$ cat src/rtl/core/ura_pkg.sv
// ----------------------------------------------------------------------------
// ura_pkg
// Shared constants and types for the ultrasonic range averager: sizes of the
// stores, conversion constants and operation codes.
// ----------------------------------------------------------------------------
package ura_pkg;

    // store geometry
    localparam int SENSORS       = 5;
    localparam int SAMPLES       = 5;
    localparam int TIMER_FREQ_HZ = 1000000;

    localparam int SAMP_DEPTH = SENSORS * SAMPLES;
    localparam int SAMP_AW    = (SAMP_DEPTH > 1) ? $clog2(SAMP_DEPTH) : 1;
    localparam int AVG_AW     = (SENSORS > 1) ? $clog2(SENSORS) : 1;
    localparam int SLOT_IDX_W = (SAMPLES > 1) ? $clog2(SAMPLES) : 1;
    localparam int CNT_W      = $clog2(SAMPLES + 1);
    localparam int SUM_W      = 16 + ((SAMPLES > 1) ? $clog2(SAMPLES) : 0);
    localparam int ADDR_CALC_W = 8;

    // field widths
    localparam int FUNC_W   = 2;
    localparam int SENSOR_W = 3;
    localparam int SLOT_W   = 3;
    localparam int DATA_W   = 16;
    localparam int MASK_W   = 5;
    localparam int TEMP_W   = 8;

    // configuration port
    localparam int PADDR_W = 3;
    localparam int PDATA_W = 32;
    localparam logic REG_ENABLE = 1'b0;
    localparam logic REG_TEMP   = 1'b1;
    localparam logic [MASK_W-1:0] ENABLE_RESET = 5'd8;
    localparam logic [TEMP_W-1:0] TEMP_RESET   = 8'd22;

    // tick to microsecond scaling
    localparam int US_SCALE = 1000;
    localparam int TICK_DIV = TIMER_FREQ_HZ / 1000;
    localparam bit TICK_DIRECT = (TICK_DIV == US_SCALE);

    // shared divider
    localparam int DIVIDEND_W = 26;
    localparam int DIVISOR_W  = 17;

    // speed of sound in dm/s: a = 3313 + 6*T, a -= (a/100)*17
    localparam int AIR_A_W    = 13;
    localparam int AIR_W      = 12;
    localparam int AIR_BASE   = 3313;
    localparam int AIR_SLOPE  = 6;
    localparam int AIR_CENT   = 100;
    localparam int AIR_CORR   = 17;
    localparam int MM_SCALE   = 1000;
    // a/100 by reciprocal, then one correction step
    localparam int CENT_RECIP = 5243;
    localparam int CENT_SHIFT = 19;
    localparam int CENT_Q_W   = 7;

    typedef enum logic [FUNC_W-1:0] {
        FUNC_STORE   = 2'd0,
        FUNC_AVERAGE = 2'd1,
        FUNC_CLEAR   = 2'd2
    } func_t;

endpackage

$ cat src/rtl/core/ultrasonic_range_averager.sv
// ----------------------------------------------------------------------------
// ultrasonic_range_averager
// Multi-channel ultrasonic ranging store: converts echo ticks to millimetres,
// keeps per-sensor samples and computes per-sensor averages.
// ----------------------------------------------------------------------------
// Usage:
//   A command is taken on a rising edge with start high and busy low. func
//   selects store sample, compute all averages or clear one sensor; code 3 is
//   taken and dropped with no result.
//   Results appear for one cycle with result_valid high; last marks the final
//   result of a command. The receiver cannot stall, so results are never held.
//   Store: the speed of sound is worked out from the temperature, then the
//   26-step serial divider converts the echo (a second divider pass is added
//   when the timer rate is not 1 MHz). An overflowed echo skips the conversion.
//   One result.
//   Average: per sensor, each sample slot is read in turn (one memory read
//   port) and the nonzero samples are summed; the sum is then divided by
//   their count if there are any. One result per sensor. Clear: one result.
//   One command is in flight at a time; busy stays high until its results
//   are out. Registers are to be written over the APB port while busy is
//   low; the block itself does not enforce this.
//   Reset: both stores read as zero (per-entry valid flags), enable_mask = 8,
//   temperature_c = 22; the block is ready in the first cycle after reset.
// ----------------------------------------------------------------------------
module ultrasonic_range_averager (
    input  logic                              clk,
    input  logic                              rst_n,
    // configuration port
    input  logic                              psel,
    input  logic                              penable,
    input  logic                              pwrite,
    input  logic [ura_pkg::PADDR_W-1:0]       paddr,
    input  logic [ura_pkg::PDATA_W-1:0]       pwdata,
    output logic [ura_pkg::PDATA_W-1:0]       prdata,
    output logic                              pready,
    // command channel
    input  logic                              start,
    output logic                              busy,
    input  logic [ura_pkg::FUNC_W-1:0]        func,
    input  logic [ura_pkg::SENSOR_W-1:0]      sensor,
    input  logic [ura_pkg::SLOT_W-1:0]        slot,
    input  logic [ura_pkg::DATA_W-1:0]        capture_ticks,
    input  logic                              overflow,
    // result channel
    output logic                              result_valid,
    output logic [ura_pkg::SENSOR_W-1:0]      sensor_out,
    output logic [ura_pkg::DATA_W-1:0]        distance_mm,
    output logic [ura_pkg::DATA_W-1:0]        average_mm,
    output logic                              average_updated,
    output logic                              last
);
    import ura_pkg::*;

    typedef enum logic [15:0] {
        S_IDLE     = 16'b0000_0000_0000_0001,
        S_AIR_A    = 16'b0000_0000_0000_0010,
        S_AIR_Q    = 16'b0000_0000_0000_0100,
        S_AIR_FIX  = 16'b0000_0000_0000_1000,
        S_US_GO    = 16'b0000_0000_0001_0000,
        S_US_WAIT  = 16'b0000_0000_0010_0000,
        S_MM_GO    = 16'b0000_0000_0100_0000,
        S_MM_WAIT  = 16'b0000_0000_1000_0000,
        S_ST_WR    = 16'b0000_0001_0000_0000,
        S_ST_OUT   = 16'b0000_0010_0000_0000,
        S_CLR      = 16'b0000_0100_0000_0000,
        S_AVG_RD   = 16'b0000_1000_0000_0000,
        S_AVG_ACC  = 16'b0001_0000_0000_0000,
        S_AVG_DEC  = 16'b0010_0000_0000_0000,
        S_AVG_WAIT = 16'b0100_0000_0000_0000,
        S_AVG_NEXT = 16'b1000_0000_0000_0000
    } state_t;

    // control state
    state_t                state_reg, state_next;
    logic [MASK_W-1:0]     enable_reg, enable_next;
    logic [TEMP_W-1:0]     temp_reg, temp_next;
    logic [SAMP_DEPTH-1:0] samp_vld_reg, samp_vld_next;
    logic [SENSORS-1:0]    avg_vld_reg, avg_vld_next;
    logic                  result_valid_reg, result_valid_next;

    // command and working registers
    logic [SENSOR_W-1:0]   sensor_reg, sensor_next;
    logic [SLOT_W-1:0]     slot_reg, slot_next;
    logic [DATA_W-1:0]     ticks_reg, ticks_next;
    logic [AIR_A_W-1:0]    air_a_reg, air_a_next;
    logic [CENT_Q_W-1:0]   cent_q_reg, cent_q_next;
    logic [AIR_W-1:0]      air_reg, air_next;
    logic [DATA_W-1:0]     us_reg, us_next;
    logic [DATA_W-1:0]     mm_reg, mm_next;
    logic [SENSOR_W-1:0]   walk_s_reg, walk_s_next;
    logic [SLOT_IDX_W-1:0] walk_j_reg, walk_j_next;
    logic [SUM_W-1:0]      sum_reg, sum_next;
    logic [CNT_W-1:0]      cnt_reg, cnt_next;

    // result registers
    logic [SENSOR_W-1:0]   out_sensor_reg, out_sensor_next;
    logic [DATA_W-1:0]     out_dist_reg, out_dist_next;
    logic [DATA_W-1:0]     out_avg_reg, out_avg_next;
    logic                  out_upd_reg, out_upd_next;
    logic                  out_last_reg, out_last_next;

    // memories
    logic [DATA_W-1:0]     samp_mem [SAMP_DEPTH];
    logic [DATA_W-1:0]     avg_mem [SENSORS];
    logic                  samp_we, samp_re, avg_we, avg_re;
    logic [SAMP_AW-1:0]    samp_waddr, samp_raddr;
    logic [AVG_AW-1:0]     avg_waddr, avg_raddr;
    logic [DATA_W-1:0]     samp_wdata, avg_wdata;
    logic [DATA_W-1:0]     samp_rdata_reg, avg_rdata_reg;
    logic                  samp_rvld_reg, avg_rvld_reg;
    logic [DATA_W-1:0]     samp_rd, avg_rd;

    // divider
    logic                  div_start;
    logic [DIVIDEND_W-1:0] div_dividend;
    logic [DIVISOR_W-1:0]  div_divisor;
    logic [DIVIDEND_W-1:0] div_quotient;
    logic                  div_done;

    // helpers
    logic                  apb_write;
    logic                  sensor_ok, slot_ok, sensor_en;
    logic [ADDR_CALC_W-1:0] item_addr, walk_addr, row_base;
    logic [MASK_W-1:0]     en_shift;
    logic [2*AIR_A_W-1:0]  cent_prod;
    logic [AIR_A_W-1:0]    cent_rem;
    logic [CENT_Q_W-1:0]   cent_q_fix;
    logic                  walk_last_s, walk_last_j;

    assign apb_write = psel & penable & pwrite;
    assign pready    = 1'b1;
    assign prdata    = (paddr[2] == REG_TEMP) ? PDATA_W'(temp_reg) : PDATA_W'(enable_reg);

    assign busy = (state_reg != S_IDLE);

    // item decode
    assign sensor_ok = ({1'b0, sensor_reg} < (SENSOR_W + 1)'(SENSORS));
    assign slot_ok   = ({2'b0, slot_reg} < (SLOT_W + 2)'(SAMPLES));
    assign en_shift  = enable_reg >> sensor_reg;
    assign sensor_en = en_shift[0];
    assign row_base  = ADDR_CALC_W'(ADDR_CALC_W'(sensor_reg) * SAMPLES);
    assign item_addr = row_base + ADDR_CALC_W'(slot_reg);
    assign walk_addr = ADDR_CALC_W'(ADDR_CALC_W'(walk_s_reg) * SAMPLES)
                     + ADDR_CALC_W'(walk_j_reg);
    assign walk_last_s = (walk_s_reg == SENSOR_W'(SENSORS - 1));
    assign walk_last_j = (walk_j_reg == SLOT_IDX_W'(SAMPLES - 1));

    // entries never written since reset or clear read as zero
    assign samp_rd = samp_rvld_reg ? samp_rdata_reg : '0;
    assign avg_rd  = avg_rvld_reg ? avg_rdata_reg : '0;

    // hundreds of a, with a single correction step
    assign cent_prod  = (2*AIR_A_W)'(air_a_reg) * (2*AIR_A_W)'(CENT_RECIP);
    assign cent_rem   = air_a_reg - AIR_A_W'(cent_q_reg * AIR_A_W'(AIR_CENT));
    assign cent_q_fix = cent_q_reg + CENT_Q_W'(cent_rem >= AIR_A_W'(AIR_CENT));

    // divider operand selection
    always_comb
    begin
        case (state_reg)
            S_US_GO:
            begin
                div_dividend = DIVIDEND_W'(ticks_reg) * DIVIDEND_W'(US_SCALE);
                div_divisor  = DIVISOR_W'(TICK_DIV);
            end
            S_MM_GO:
            begin
                div_dividend = DIVIDEND_W'(us_reg) * DIVIDEND_W'(MM_SCALE);
                div_divisor  = DIVISOR_W'(air_reg);
            end
            default:
            begin
                div_dividend = DIVIDEND_W'(sum_reg);
                div_divisor  = DIVISOR_W'(cnt_reg);
            end
        endcase
    end

    ura_divider u_divider (
        .clk      (clk),
        .rst_n    (rst_n),
        .start    (div_start),
        .dividend (div_dividend),
        .divisor  (div_divisor),
        .quotient (div_quotient),
        .done     (div_done)
    );

    // command sequencer
    always_comb
    begin
        state_next        = state_reg;
        enable_next       = enable_reg;
        temp_next         = temp_reg;
        samp_vld_next     = samp_vld_reg;
        avg_vld_next      = avg_vld_reg;
        result_valid_next = 1'b0;
        sensor_next       = sensor_reg;
        slot_next         = slot_reg;
        ticks_next        = ticks_reg;
        air_a_next        = air_a_reg;
        cent_q_next       = cent_q_reg;
        air_next          = air_reg;
        us_next           = us_reg;
        mm_next           = mm_reg;
        walk_s_next       = walk_s_reg;
        walk_j_next       = walk_j_reg;
        sum_next          = sum_reg;
        cnt_next          = cnt_reg;
        out_sensor_next   = out_sensor_reg;
        out_dist_next     = out_dist_reg;
        out_avg_next      = out_avg_reg;
        out_upd_next      = out_upd_reg;
        out_last_next     = out_last_reg;
        div_start         = 1'b0;
        samp_we           = 1'b0;
        samp_re           = 1'b0;
        samp_waddr        = item_addr[SAMP_AW-1:0];
        samp_raddr        = walk_addr[SAMP_AW-1:0];
        samp_wdata        = mm_reg;
        avg_we            = 1'b0;
        avg_re            = 1'b0;
        avg_waddr         = walk_s_reg[AVG_AW-1:0];
        avg_raddr         = walk_s_reg[AVG_AW-1:0];
        avg_wdata         = div_quotient[DATA_W-1:0];

        // register writes over the configuration port
        if (apb_write)
        begin
            if (paddr[2] == REG_TEMP)
                temp_next = pwdata[TEMP_W-1:0];
            else
                enable_next = pwdata[MASK_W-1:0];
        end

        case (state_reg)
            S_IDLE:
            begin
                if (start)
                begin
                    sensor_next = sensor;
                    slot_next   = slot;
                    ticks_next  = capture_ticks;
                    walk_s_next = '0;
                    walk_j_next = '0;
                    sum_next    = '0;
                    cnt_next    = '0;
                    case (func_t'(func))
                        FUNC_STORE:
                        begin
                            if (overflow)
                            begin
                                mm_next    = '0;
                                state_next = S_ST_WR;
                            end
                            else
                                state_next = S_AIR_A;
                        end
                        FUNC_AVERAGE: state_next = S_AVG_RD;
                        FUNC_CLEAR:   state_next = S_CLR;
                        default:      state_next = S_IDLE;
                    endcase
                end
            end

            // speed of sound from temperature
            S_AIR_A:
            begin
                air_a_next = AIR_A_W'(AIR_BASE) + AIR_A_W'(temp_reg) * AIR_A_W'(AIR_SLOPE);
                state_next = S_AIR_Q;
            end
            S_AIR_Q:
            begin
                cent_q_next = cent_prod[CENT_SHIFT + CENT_Q_W - 1:CENT_SHIFT];
                state_next  = S_AIR_FIX;
            end
            S_AIR_FIX:
            begin
                air_next = AIR_W'(air_a_reg - AIR_A_W'(cent_q_fix * AIR_A_W'(AIR_CORR)));
                if (TICK_DIRECT)
                begin
                    us_next    = ticks_reg;
                    state_next = S_MM_GO;
                end
                else
                    state_next = S_US_GO;
            end

            // ticks to microseconds, low 16 bits kept
            S_US_GO:
            begin
                div_start  = 1'b1;
                state_next = S_US_WAIT;
            end
            S_US_WAIT:
            begin
                if (div_done)
                begin
                    us_next    = div_quotient[DATA_W-1:0];
                    state_next = S_MM_GO;
                end
            end

            // microseconds to millimetres, halved for the round trip
            S_MM_GO:
            begin
                div_start  = 1'b1;
                state_next = S_MM_WAIT;
            end
            S_MM_WAIT:
            begin
                if (div_done)
                begin
                    mm_next    = div_quotient[DATA_W:1];
                    state_next = S_ST_WR;
                end
            end

            // sample write-back and average lookup
            S_ST_WR:
            begin
                if (sensor_ok && slot_ok && sensor_en)
                begin
                    samp_we                                = 1'b1;
                    samp_vld_next[item_addr[SAMP_AW-1:0]] = 1'b1;
                end
                avg_re     = 1'b1;
                avg_raddr  = sensor_reg[AVG_AW-1:0];
                state_next = S_ST_OUT;
            end
            S_ST_OUT:
            begin
                result_valid_next = 1'b1;
                out_sensor_next   = sensor_reg;
                out_dist_next     = mm_reg;
                out_avg_next      = sensor_ok ? avg_rd : '0;
                out_upd_next      = 1'b0;
                out_last_next     = 1'b1;
                state_next        = S_IDLE;
            end

            // clear one sensor row, its average and its enable bit
            S_CLR:
            begin
                if (sensor_ok)
                begin
                    for (int j = 0; j < SAMPLES; j++)
                        samp_vld_next[SAMP_AW'(row_base + ADDR_CALC_W'(j))] = 1'b0;
                    avg_vld_next[sensor_reg[AVG_AW-1:0]] = 1'b0;
                    enable_next = enable_reg & ~(MASK_W'(1) << sensor_reg);
                end
                result_valid_next = 1'b1;
                out_sensor_next   = sensor_reg;
                out_dist_next     = '0;
                out_avg_next      = '0;
                out_upd_next      = 1'b0;
                out_last_next     = 1'b1;
                state_next        = S_IDLE;
            end

            // walk the samples of one sensor
            S_AVG_RD:
            begin
                samp_re    = 1'b1;
                avg_re     = 1'b1;
                state_next = S_AVG_ACC;
            end
            S_AVG_ACC:
            begin
                if (samp_rd != '0)
                begin
                    sum_next = sum_reg + SUM_W'(samp_rd);
                    cnt_next = cnt_reg + 1'b1;
                end
                if (walk_last_j)
                    state_next = S_AVG_DEC;
                else
                begin
                    walk_j_next = walk_j_reg + 1'b1;
                    state_next  = S_AVG_RD;
                end
            end
            S_AVG_DEC:
            begin
                if (cnt_reg != '0)
                begin
                    div_start  = 1'b1;
                    state_next = S_AVG_WAIT;
                end
                else
                begin
                    // no nonzero samples: old average stands
                    result_valid_next = 1'b1;
                    out_sensor_next   = walk_s_reg;
                    out_dist_next     = '0;
                    out_avg_next      = avg_rd;
                    out_upd_next      = 1'b0;
                    out_last_next     = walk_last_s;
                    state_next        = S_AVG_NEXT;
                end
            end
            S_AVG_WAIT:
            begin
                if (div_done)
                begin
                    avg_we                                  = 1'b1;
                    avg_vld_next[walk_s_reg[AVG_AW-1:0]] = 1'b1;
                    result_valid_next = 1'b1;
                    out_sensor_next   = walk_s_reg;
                    out_dist_next     = '0;
                    out_avg_next      = div_quotient[DATA_W-1:0];
                    out_upd_next      = 1'b1;
                    out_last_next     = walk_last_s;
                    state_next        = S_AVG_NEXT;
                end
            end
            S_AVG_NEXT:
            begin
                if (walk_last_s)
                    state_next = S_IDLE;
                else
                begin
                    walk_s_next = walk_s_reg + 1'b1;
                    walk_j_next = '0;
                    sum_next    = '0;
                    cnt_next    = '0;
                    state_next  = S_AVG_RD;
                end
            end

            default: state_next = S_IDLE;
        endcase
    end

    // control registers
    always_ff @(posedge clk or negedge rst_n)
    begin
        if (!rst_n)
        begin
            state_reg        <= S_IDLE;
            enable_reg       <= ENABLE_RESET;
            temp_reg         <= TEMP_RESET;
            samp_vld_reg     <= '0;
            avg_vld_reg      <= '0;
            result_valid_reg <= 1'b0;
        end
        else
        begin
            state_reg        <= state_next;
            enable_reg       <= enable_next;
            temp_reg         <= temp_next;
            samp_vld_reg     <= samp_vld_next;
            avg_vld_reg      <= avg_vld_next;
            result_valid_reg <= result_valid_next;
        end
    end

    // working and result registers
    always_ff @(posedge clk)
    begin
        sensor_reg     <= sensor_next;
        slot_reg       <= slot_next;
        ticks_reg      <= ticks_next;
        air_a_reg      <= air_a_next;
        cent_q_reg     <= cent_q_next;
        air_reg        <= air_next;
        us_reg         <= us_next;
        mm_reg         <= mm_next;
        walk_s_reg     <= walk_s_next;
        walk_j_reg     <= walk_j_next;
        sum_reg        <= sum_next;
        cnt_reg        <= cnt_next;
        out_sensor_reg <= out_sensor_next;
        out_dist_reg   <= out_dist_next;
        out_avg_reg    <= out_avg_next;
        out_upd_reg    <= out_upd_next;
        out_last_reg   <= out_last_next;
    end

    // sample store, one write and one registered read port
    always_ff @(posedge clk)
    begin
        if (samp_we)
            samp_mem[samp_waddr] <= samp_wdata;
        if (samp_re)
        begin
            samp_rdata_reg <= samp_mem[samp_raddr];
            samp_rvld_reg  <= samp_vld_reg[samp_raddr];
        end
    end

    // average store, one write and one registered read port
    always_ff @(posedge clk)
    begin
        if (avg_we)
            avg_mem[avg_waddr] <= avg_wdata;
        if (avg_re)
        begin
            avg_rdata_reg <= avg_mem[avg_raddr];
            avg_rvld_reg  <= avg_vld_reg[avg_raddr];
        end
    end

    assign result_valid    = result_valid_reg;
    assign sensor_out      = out_sensor_reg;
    assign distance_mm     = out_dist_reg;
    assign average_mm      = out_avg_reg;
    assign average_updated = out_upd_reg;
    assign last            = out_last_reg;

endmodule

$ cat src/rtl/core/ura_divider.sv
// ----------------------------------------------------------------------------
// ura_divider
// Restoring radix-2 divider, one quotient bit per cycle. Used for the tick
// scaling, the millimetre conversion and the per-sensor mean.
// ----------------------------------------------------------------------------
module ura_divider (
    input  logic                              clk,
    input  logic                              rst_n,
    input  logic                              start,
    input  logic [ura_pkg::DIVIDEND_W-1:0]    dividend,
    input  logic [ura_pkg::DIVISOR_W-1:0]     divisor,
    output logic [ura_pkg::DIVIDEND_W-1:0]    quotient,
    output logic                              done
);
    import ura_pkg::*;

    localparam int STEP_W = $clog2(DIVIDEND_W + 1);

    logic [DIVISOR_W-1:0]  rem_reg, rem_next;
    logic [DIVISOR_W-1:0]  dsr_reg, dsr_next;
    logic [DIVIDEND_W-1:0] quo_reg, quo_next;
    logic [STEP_W-1:0]     step_reg, step_next;
    logic                  done_reg, done_next;
    logic [DIVISOR_W:0]    trial;
    logic [DIVISOR_W:0]    diff;
    logic                  fits;

    // trial subtraction of one step
    assign trial = {rem_reg, quo_reg[DIVIDEND_W-1]};
    assign diff  = trial - {1'b0, dsr_reg};
    assign fits  = (trial >= {1'b0, dsr_reg});

    // step control
    always_comb
    begin
        rem_next  = rem_reg;
        dsr_next  = dsr_reg;
        quo_next  = quo_reg;
        step_next = step_reg;
        done_next = 1'b0;
        if (start)
        begin
            rem_next  = '0;
            dsr_next  = divisor;
            quo_next  = dividend;
            step_next = STEP_W'(DIVIDEND_W);
        end
        else if (step_reg != '0)
        begin
            rem_next  = fits ? diff[DIVISOR_W-1:0] : trial[DIVISOR_W-1:0];
            quo_next  = {quo_reg[DIVIDEND_W-2:0], fits};
            step_next = step_reg - 1'b1;
            done_next = (step_reg == STEP_W'(1));
        end
    end

    // control registers
    always_ff @(posedge clk or negedge rst_n)
    begin
        if (!rst_n)
        begin
            step_reg <= '0;
            done_reg <= 1'b0;
        end
        else
        begin
            step_reg <= step_next;
            done_reg <= done_next;
        end
    end

    // datapath registers
    always_ff @(posedge clk)
    begin
        rem_reg <= rem_next;
        dsr_reg <= dsr_next;
        quo_reg <= quo_next;
    end

    assign quotient = quo_reg;
    assign done     = done_reg;

endmodule
$ cat config.mk
export PLATFORM = sky130hd
export DESIGN_NAME = ultrasonic_range_averager
export DESIGN_NICKNAME = d
export VERILOG_FILES = /design/src/rtl/core/ura_pkg.sv /design/src/rtl/core/ultrasonic_range_averager.sv /design/src/rtl/core/ura_divider.sv
export SDC_FILE = /design/constraint.sdc
export NUM_CORES = 1
export LEC_CHECK = 0
export BUFFER_PORTS_ARGS = -buffer_cell sky130_fd_sc_hd__clkbuf_2
export CORE_MARGIN = 1.5
export CORE_UTILIZATION = 50
export CTS_CLUSTER_DIAMETER = 200
export DETAILED_ROUTE_END_ITERATION = 8
export HOLD_SLACK_MARGIN = 0.05
export MAX_ROUTING_LAYER = met4
export PLACE_DENSITY = 0.65
export SETUP_SLACK_MARGIN = 0.05
export SYNTH_ARGS = -nofsm -noshare
export SYNTH_HDL_FRONTEND = slang
export SYNTH_HIERARCHICAL = 1
export SYNTH_SLANG_ARGS = --single-unit
$ cat constraint.sdc
create_clock -name clk -period 21.8 [get_ports clk]
set_input_delay 5.45 -clock clk [delete_from_list [all_inputs] [get_ports clk]]
set_output_delay 5.45 -clock clk [all_outputs]
set_load 0.01 [all_outputs]
==> results of run 1 <==
[logic make-up after synthesis]
family                     share of synthesized area [%]
DFF                                                 55.6
and+or+nand+nor                                     7.53
AOI/OAI and AO/OA                                   7.64
adders and majority gates                           14.2
buffers and inverters                               3.55
muxes                                               8.88
xor gates and xnor gates                            2.52
other                                             0.0180
[metal layers]
layer	track usage [%]	wire length, um
met1	30.8	41400
met2	39.7	48100
met3	2.45	4840
met4	6.25	2210
met5	-	0
[path summary, 6_finish.rpt]
| kind | from | to | slack [ps] | cells past startpoint |
|---|---|---|---|---|
| max in group asynchronous | rst_n | enable_reg[1] | 16250 | 1 |
| worst max-delay path | paddr[2] | prdata[2] | 10070 | 3 |
| worst max register to register | cent_q_reg[1] | air_reg[11] | 14150 | 31 |
| worst min-delay path | ticks_reg[12] | us_reg[12] | 420 | 0 |
| worst min register to register | ticks_reg[12] | us_reg[12] | 420 | 0 |
| min in group asynchronous | rst_n | temp_reg[5] | 4890 | 1 |
[metrics by stage]
step	hold WS, ps	util [%]	cell area, um2	worst slack [ps]
detailed placement	406	52.7	43400	10080
floorplan	400	-	41800	10240
CTS	420	55.9	46000	10080
global route	434	55.9	46000	10060
finish	420	55.9	46000	10070
global placement	407	52.7	43400	10090
[power by group]
group	switching (W)	internal (W)
sequential	0.000129	0.00185
clock	0.000586	0.000777
combinational	0.00138	0.000969
[cell type report]
| class | count | area [um2] | share of cell area (%) |
|---|---|---|---|
| Clock buffer | 112 | 2200 | 4.79 |
| Inverter | 217 | 815 | 1.77 |
| Timing Repair Buffer | 133 | 786 | 1.71 |
| Clock inverter | 40 | 440 | 0.957 |
| Multi-Input combinational cell | 1901 | 17200 | 37.5 |
| Sequential cell | 788 | 23200 | 50.4 |
| Antenna cell | 3 | 7.51 | 0.0163 |
| Tap cell | 1070 | 1340 | 2.91 |
[synthesized netlist by cell type (all sizes together), types with 7 or more instances]
library cell / number
nand2b: 27
nand3b: 8
inv: 216
a21o: 37
a21boi: 10
o22ai: 11
nor3b: 7
and3: 27
edfxtp: 707
mux2i: 59
o22a: 12
dfxtp: 17
clkbuf: 73
nor3: 30
dfrtp: 59
mux4: 109
mux2: 57
nor2: 157
o21bai: 11
nand2: 171
nand4: 18
nor2b: 33
xor2: 43
fa: 123
a22o: 19
nand3: 35
o21a: 10
a21oi: 152
a31oi: 16
and2: 55
nor4: 13
o31ai: 8
a211oi: 34
buf: 62
o21ai: 123
and4: 7
or3: 15
ha: 277
xnor2: 77
==> summary.md, run 1 <==
| Metric | Value |
|---|---|
| Clock sink count | 788 |
| Iter 0 DRT Violations | 2195 |
| Initial Util | 50.7% |
| Max-Cap Viols | 0 |
| Final WL | 96600 um |
| Drt wl/cell | 22.6 um |
| Max_slew headroom | 15.5% |
| Pwr Total | 0.00569 W |
| Commonest non-fill, non-tap cell in the layout | edfxtp_1 |
| Vias/cell | 5.83 |
| Post_cts resized | 0 |
| Share of post-route cells with drive strength above 1 | 14.3% |
| Peak Freq | 85.3 MHz |
| Startpoint Class | primary input |
| Largest Register | samp_mem |
| WP data arrival | 6280 ps |
| Fill cell count | 6570 |
| Min-delay worst type | flip-flop to flip-flop |
| Worst Setup End Kind | primary output |
| Layout Nets | 3589 |
| Post-Place Cells | 4109 |
| Clock Latency Late Sink | 650 ps |
| Final setup violation count | 0 |
| EDFF count, synth | 707 |
| Critical path fanouts, max | 11 |
| Syn Area/Cell | 13.8 um2 |
| WP buf/inv | 2 |
| Post-synthesis sequential element count | 788 |
| CTS Root Cell | clkbuf_16 |
| Placeable core area | 82200 um2 |
| Netlist cell types | 93 |
| # rows | 105 |
| Ys async rst share | 8.12% |
| CTS tree | yes |
| Pwr dens | 124 nW/um2 |
| DIE HEIGHT | 292 um |
| Max reg flops | 400 |
| Max stage delay on crit path | 390 ps |
| Maximum vdd drop | 0.167 mV |
| H-tree depth | 3 |
| Status | finished clean |
| Total GRT Usage | 23.6% |
| Sequential-to-total area share from yosys stat | 55.6% |
| Maximum root-to-sink buffer count | 3 |
| Number of remaining DRC errors | 0 |
| Via count | 24900 |
| Area growth, synth to finish | 10.4% |
| Fin cells | 4264 |
| Final Skew | 51.4 ps |
| Final hold violations | 0 |
| DRT Pass-1 Iters | 6 |
| GPL Wtd Cong | 0.897 |
| Min Tclk post-route | 11730 ps |
| Ports | 138 |
| Synth warn | 6 |
| Critical Path RT | 16350 ps |
| Vias in the first global route | 25900 |
| Gate Count Post-Synth | 3013 |
| Die area | 85100 um2 |
| GRT overflow | 0 |
| Die width | 292 um |
| Most frequent cells in the layout | edfxtp_1, ha_1, inv_1, nand2_1, a21oi_1 |
| Worst-margin pin slew | 1270 ps |
| Port Buffers | 86 |
| Synth top area share | 50.9% |
| RSZ-0062 raised after global routing | false |
| Setup CP Type | primary input to primary output |
| Setup Fix Bufs, Post-CTS | 0 |
| HPWL Detailed | 65700 um |
| Main flop type after synthesis | edfxtp_1 |
| Clk pin slew, worst setup/hold paths | 60 ps |
| Antenna-violating nets left | 0 |
| Crit-path cells | clkbuf_2 -> mux2_2 -> clkbuf_2 |
| First-pass GRT wire length | 149000 um |
| CP max stage cell | mux2_2 |
| Largest net degree at the start of global routing | 65 |
| Period utilisation layout | 53.8% |
| Slew Viols, Final | 0 |
| Family with the most delay on the worst path | buffers and inverters |
| Initial antenna violation count | 2 |
| CTS Hold Bufs | 0 |
| Synthesized cell area | 41700 um2 |
| Synth top area cells | edfxtp_1, ha_1, fa_1 |
| Dominant cell type by area after synthesis | edfxtp_1 |
| Num CTS Buffers | 82 |
| Most used cell, CP | clkbuf_2 |
| Pleak | 17.5 nW |
| Setup TNS | 0 ps |
(Power assumes the default switching activity.)
==> inputs of run 2 (changes only) <==
PLACE_DENSITY = 0.68   (was 0.65)
clock period = 9.94 ns   (was 21.8 ns; I/O delays follow)
==> run 2 against run 1 <==
Cell area shrank 0.27%. Power grew 120%. Wire length down 0.99%. Core utilization shrank 0.15 points. Count of clock-buffer cells in the layout decreased by 10. Clock skew is 8.5 ps lower.
==> summary.md, run 2 (synthesis results as in run 1) <==
| Metric | Value |
|---|---|
| Port Buffers | 86 (unchanged) |
| Die width | 292 um (unchanged) |
| Worst reg2reg path endpoint | air_reg[11] (unchanged) |
| Num CTS Buffers | 82 (unchanged) |
| Multi-input logic area | 17200 um2 (about the same) |
| Final hold violations | 0 (unchanged) |
| Max-Cap Viols | 0 (unchanged) |
| Number of remaining DRC errors | 0 (unchanged) |
| Post_cts resized | 0 (unchanged) |
| Peak Freq | 132 MHz |
| H-tree depth | 3 (unchanged) |
| Fill cell count | 6541 (was 6570) |
| HPWL Detailed | 65200 um (was 65700 um) |
| Vias in the first global route | 25700 (was 25900) |
| Pwr dens | 270 nW/um2 (was 124 nW/um2) |
| Layout Nets | 3589 (unchanged) |
| Clk pin slew, worst setup/hold paths | 60 ps (about the same) |
| Setup WS pre-CTS | 2430 ps (was 10080 ps) |
| Vias/cell | 5.86 (was 5.83) |
| Largest Register | samp_mem (unchanged) |
| First-pass GRT wire length | 150000 um (was 149000 um) |
| Pleak | 17.5 nW (about the same) |
| Most frequent cells in the layout | edfxtp_1, ha_1, inv_1, nand2_1, nor2_1 (was edfxtp_1, ha_1, inv_1, nand2_1, a21oi_1) |
| Iter 0 DRT Violations | 2050 (was 2195) |
| Placeable core area | 82200 um2 (unchanged) |
| Final WL | 95600 um (was 96600 um) |
| Initial Util | 50.7% (unchanged) |
| CP endpoint | air_reg[11] (was prdata[2]) |
| Final setup violation count | 0 (unchanged) |
| Clock sink count | 788 (unchanged) |
| Setup TNS | 0 ps (unchanged) |
| Die area | 85100 um2 (unchanged) |
| Ports | 138 (unchanged) |
| Initial antenna violation count | 1 (was 2) |
| Status | finished clean (unchanged) |
| # rows | 105 (unchanged) |
| Cells on Worst Hold Path | 0 (unchanged) |
| Most used cell, CP | ha_1 (was clkbuf_2) |
| RSZ-0062 raised after global routing | false (unchanged) |
| Final WS setup | 2380 ps (was 10070 ps) |
| Largest net degree at the start of global routing | 65 (unchanged) |
| Worst setup startpoint | cent_q_reg[1] (was paddr[2]) |
| Max_slew headroom | 21.5% (was 15.5%) |
| CTS Hold Bufs | 0 (unchanged) |
| Max stage delay on crit path | 540 ps (was 390 ps) |
| Area growth, synth to finish | 10.1% (was 10.4%) |
| Min-delay worst type | flip-flop to flip-flop (unchanged) |
| Min Tclk post-route | 7560 ps |
| Register area | 23200 um2 (unchanged) |
| Setup Fix Bufs, Post-CTS | 0 (unchanged) |
| Share of post-route cells with drive strength above 1 | 14.2% (was 14.3%) |
| Critical Path RT | 10320 ps (was 16350 ps) |
| CP max stage cell | edfxtp_1 (was mux2_2) |
| Drt wl/cell | 22.5 um (was 22.6 um) |
| GPL Wtd Cong | 0.914 (was 0.897) |
| Maximum vdd drop | 0.467 mV (was 0.167 mV) |
| CTS Root Cell | clkbuf_16 (unchanged) |
| Maximum root-to-sink buffer count | 3 (unchanged) |
| Startpoint Class | flip-flop (was primary input) |
| Critical path fanouts, max | 8 (was 11) |
| WP data arrival | 7940 ps (was 6280 ps) |
| Setup CP Type | flip-flop to flip-flop (was primary input to primary output) |
| R2R Path Start | cent_q_reg[1] (unchanged) |
| Commonest non-fill, non-tap cell in the layout | edfxtp_1 (unchanged) |
| Cell count of the worst reg-to-reg path | 31 (unchanged) |
| DIE HEIGHT | 292 um (unchanged) |
| Total GRT Usage | 23.6% (about the same) |
| CTS tree | yes (unchanged) |
| Worst Setup End Kind | flip-flop (was primary output) |
| Via count | 24900 (about the same) |
| Clock Latency Late Sink | 650 ps (about the same) |
| DRT Pass-1 Iters | 5 (was 6) |
| Antenna-violating nets left | 0 (unchanged) |
| Worst-margin pin slew | 1180 ps (was 1270 ps) |
| GRT overflow | 0 (unchanged) |
| Final Skew | 43.0 ps (was 51.4 ps) |
| Slew Viols, Final | 0 (unchanged) |
| Period utilisation layout | 76.1% |
| Reg-to-reg slack, setup | 2380 ps (was 14150 ps) |
| Max reg flops | 400 (unchanged) |
==> run 2: cell types whose count changed in the layout (fill, tap and decap cells not counted), moves of 2 or more <==
| cell | delta |
|---|---|
| diode_2 | -2 |
| nor2_1 | +3 |
| nor2_2 | -3 |
| clkbuf_8 | -4 |
| inv_16 | +2 |
| bufinv_16 | -3 |
| clkinv_1 | +2 |
| clkbuf_1 | -6 |
| clkinv_2 | +5 |
==> run 2: how the worst min path moves through the flow <==
stage	to	from	slack (ps)
3_3_place_gp	us_reg[15]	ticks_reg[15]	400
2_1_floorplan	us_reg[0]	ticks_reg[0]	400
6_report	us_reg[7]	ticks_reg[7]	420
3_5_place_dp	us_reg[0]	ticks_reg[0]	410
4_1_cts	us_reg[2]	ticks_reg[2]	420
5_1_grt	us_reg[3]	ticks_reg[3]	430
==> run 2: where the power goes <==
group          internal, W  switching (W)
Sequential         0.00406       0.000280
Combinational      0.00213        0.00302
Clock              0.00159        0.00130
Total              0.00778        0.00460
==> run 2: through the flow <==
step	power, W	cells	util [%]	hold slack (ps)	cell area, um2
after CTS	0.0125	4255	55.8	420	45900
after global placement	0.00948	4109	52.7	403	43400
after detailed placement	0.00957	4109	52.7	407	43400
after floorplan	0.00803	3041	-	400	41800
final	0.0124	4256	55.8	416	45900
after global routing	0.0131	4255	55.8	429	45900
==> run 2: critical path: cells and delay by family, from the launching register on <==
family / cells / cell delay (ps)
adders and majority gates: 11 / 3630
DFF: 1 / 540
and+or+nand+nor: 3 / 460
AOI/OAI and AO/OA: 12 / 2190
xor gates and xnor gates: 3 / 360
buffers and inverters: 2 / 130
==> run 2: cell type report <==
type	instances	share of cell area [%]
multi-input cells	1901	37.6
well taps	1070	2.92
clock inverters	44	0.840
repair buffers	133	1.71
diodes	1	0.00545
inverters	217	1.78
clock buffers	102	4.64
flip-flops and latches	788	50.5
==> run 2: metal layers <==
layer  part of all wire [%]  GRT usage [%]  vias up
met5                      0              -        -
met4                    2.1           5.97        0
met3                    5.2           2.60      136
met2                     49           38.3      737
met1                     44           32.0    12700
li1                       -              -    11400
==> inputs of run 3 (changes only) <==
clock period = 6.5 ns   (was 9.94 ns; I/O delays follow)
==> run 3 against run 2 <==
The flow now finishes with violations (setup timing). First-iteration DRC count fell by 1.4%. Combinational power rose by 55%. Via count rose by 0.50%. Critical path type unchanged. Critical endpoint unchanged.
==> summary.md, run 3 (synthesis results as in run 1) <==
| Metric | Value |
|---|---|
| Dpl cell area | 43800 um2 (was 43400 um2) |
| Worst-margin pin slew | 1210 ps (was 1180 ps) |
| CTS Hold Bufs | 0 (unchanged) |
| Final WL | 97100 um (was 95600 um) |
| Final setup violation count | 4 (was 0) |
| Critical path fanouts, max | 7 (was 8) |
| Pleak | 17.9 nW (was 17.5 nW) |
| Period utilisation layout | 102% (was 76.1%) |
| R2R Path Start | cent_q_reg[2] (was cent_q_reg[1]) |
| Most used cell, CP | ha_4 (was ha_1) |
| Die area | 85100 um2 (unchanged) |
| Uppermost layer routed | met4 (unchanged) |
| Startpoint Class | flip-flop (unchanged) |
| GRT overflow | 0 (unchanged) |
| HPWL Detailed | 66300 um (was 65200 um) |
| Clock Latency Late Sink | 650 ps (about the same) |
| Max_slew headroom | 19.4% (was 21.5%) |
| H-tree depth | 3 (unchanged) |
| CTS tree | yes (unchanged) |
| Finished Cell Area | 46700 um2 (was 45900 um2) |
| Largest net degree at the start of global routing | 65 (unchanged) |
| Slew Viols, Final | 0 (unchanged) |
| Commonest non-fill, non-tap cell in the layout | edfxtp_1 (unchanged) |
| Vias in the first global route | 25900 (was 25700) |
| Status | finished with violations (was finished clean) |
| Antenna-violating nets left | 0 (unchanged) |
| Clk pin slew, worst setup/hold paths | 60 ps (about the same) |
| First-pass GRT wire length | 152000 um (was 150000 um) |
| WP data arrival | 7010 ps (was 7940 ps) |
| Setup CP Type | flip-flop to flip-flop (unchanged) |
| Initial antenna violation count | 3 (was 1) |
| Min Tclk post-route | 6640 ps (was 7560 ps) |
| Largest Register | samp_mem (unchanged) |
| Area growth, synth to finish | 12.1% (was 10.1%) |
| Drt wl/cell | 22.6 um (was 22.5 um) |
| Worst Setup End Kind | flip-flop (unchanged) |
| Cell count of the worst reg-to-reg path | 30 (was 31) |
| Pwr dens | 415 nW/um2 (was 270 nW/um2) |
| Routed met3 length | 5680 um (was 4970 um) |
| Cells on Worst Hold Path | 0 (unchanged) |
| # rows | 105 (unchanged) |
| Peak Freq | 151 MHz (was 132 MHz) |
| Reg-to-reg slack, setup | -140 ps (was 2380 ps) |
| Die width | 292 um (unchanged) |
| Max stage delay on crit path | 480 ps (was 540 ps) |
| Post-layout util | 56.8% (was 55.8%) |
| Critical Path RT | 6870 ps (was 10320 ps) |
| Ports | 138 (unchanged) |
| WP depth | 30 (was 31) |
| CP max stage cell | fa_1 (was edfxtp_1) |
| Final hold violations | 0 (unchanged) |
| GPL Wtd Cong | 0.899 (was 0.914) |
| Share of post-route cells with drive strength above 1 | 16.6% (was 14.2%) |
| Maximum root-to-sink buffer count | 3 (unchanged) |
| DRT met1 WL | 41300 um (was 42000 um) |
| Max reg flops | 400 (unchanged) |
| Final Skew | 58.6 ps (was 43.0 ps) |
| Final WS setup | -144 ps (was 2380 ps) |
| DRT Pass-1 Iters | 7 (was 5) |
| Maximum vdd drop | 0.669 mV (was 0.467 mV) |
| Layout Nets | 3633 (was 3589) |
| Via count | 25100 (was 24900) |
| DIE HEIGHT | 292 um (unchanged) |
| Max-Cap Viols | 0 (unchanged) |
| Clock sink count | 788 (unchanged) |
| Failing checks | setup timing |
| Family with the most delay on the worst path | adder cells (unchanged) |
| Hold Crit Start | ticks_reg[5] (was ticks_reg[7]) |
| Number of remaining DRC errors | 0 (unchanged) |
| Hold EP | us_reg[5] (was us_reg[7]) |
| Most frequent cells in the layout | edfxtp_1, ha_1, inv_1, nand2_1, nor2_1 (unchanged) |
| Initial Util | 50.7% (unchanged) |
| Total GRT Usage | 24.0% (was 23.6%) |
| Num CTS Buffers | 84 (was 82) |
| Worst reg2reg path endpoint | air_reg[11] (unchanged) |
| Pwr Total | 0.0194 W (was 0.0124 W) |
| Routed met2 length | 48100 um (was 46700 um) |
| Min-delay worst type | flip-flop to flip-flop (unchanged) |
| WP buf/inv | 2 (unchanged) |
| CTS Root Cell | clkbuf_16 (unchanged) |
| Placeable core area | 82200 um2 (unchanged) |
| Setup TNS | -286 ps (was 0 ps) |
| Port Buffers | 86 (unchanged) |
| Iter 0 DRT Violations | 2022 (was 2050) |
| Vias/cell | 5.82 (was 5.86) |
| RSZ-0062 raised after global routing | true (was false) |
-- run 3: area by class of cell --
cell class / count / area (um2)
fillers: 6459 / 35500
flip-flops and latches: 788 / 23200
multi-input cells: 1901 / 17500
clock buffers: 110 / 2240
well taps: 1070 / 1340
repair buffers: 175 / 1120
inverters: 217 / 815
clock inverters: 41 / 529
diodes: 2 / 5.00
-- run 3: power breakdown --
part | switching, W | internal (W) | leakage [nW]
clock | 0.00201 | 0.00278 | 1.33
sequential | 0.000429 | 0.00621 | 7.43
combinational | 0.00465 | 0.00333 | 9.11
total | 0.00708 | 0.0123 | 17.9
-- run 3: worst register-to-register path: cells and delay by family (launching register included) --
kind / cells / cell delay (ps)
fa+ha+maj: 11 / 3510
flops: 1 / 410
compound gates: 11 / 1520
buf+inv: 2 / 80
simple gates: 3 / 440
xor+xnor: 3 / 440
-- run 3: through the flow --
| stage | hold slack (ps) | setup slack (ps) | cells |
|---|---|---|---|
| 4_1_cts | 418 | -148 | 4299 |
| 6_report | 417 | -144 | 4304 |
| 3_5_place_dp | 405 | -258 | 4147 |
| 2_1_floorplan | 400 | 75.8 | 3041 |
| 3_3_place_gp | 408 | -191 | 4147 |
| 5_1_grt | 424 | -397 | 4303 |
-- run 3: how the worst max path moves through the flow --
stage	startpoint	to
3_5_place_dp	cent_q_reg[3]	air_reg[10]
4_1_cts	cent_q_reg[2]	air_reg[11]
6_report	cent_q_reg[2]	air_reg[11]
2_1_floorplan	cent_q_reg[2]	air_reg[11]
3_3_place_gp	cent_q_reg[3]	air_reg[11]
5_1_grt	cent_q_reg[2]	air_reg[11]
-- run 3: what timing repair did --
action,CTS,global route
pin swaps,16,24
resized for setup,8,17
setup endpoints to repair,5,6
buffers inserted,1,3
-- run 3: layer usage --
metal	vias to the layer above	track usage, %
met1	12700	31.9
met5	-	-
met2	748	39.3
met3	123	2.92
li1	11500	-
met4	0	6.11
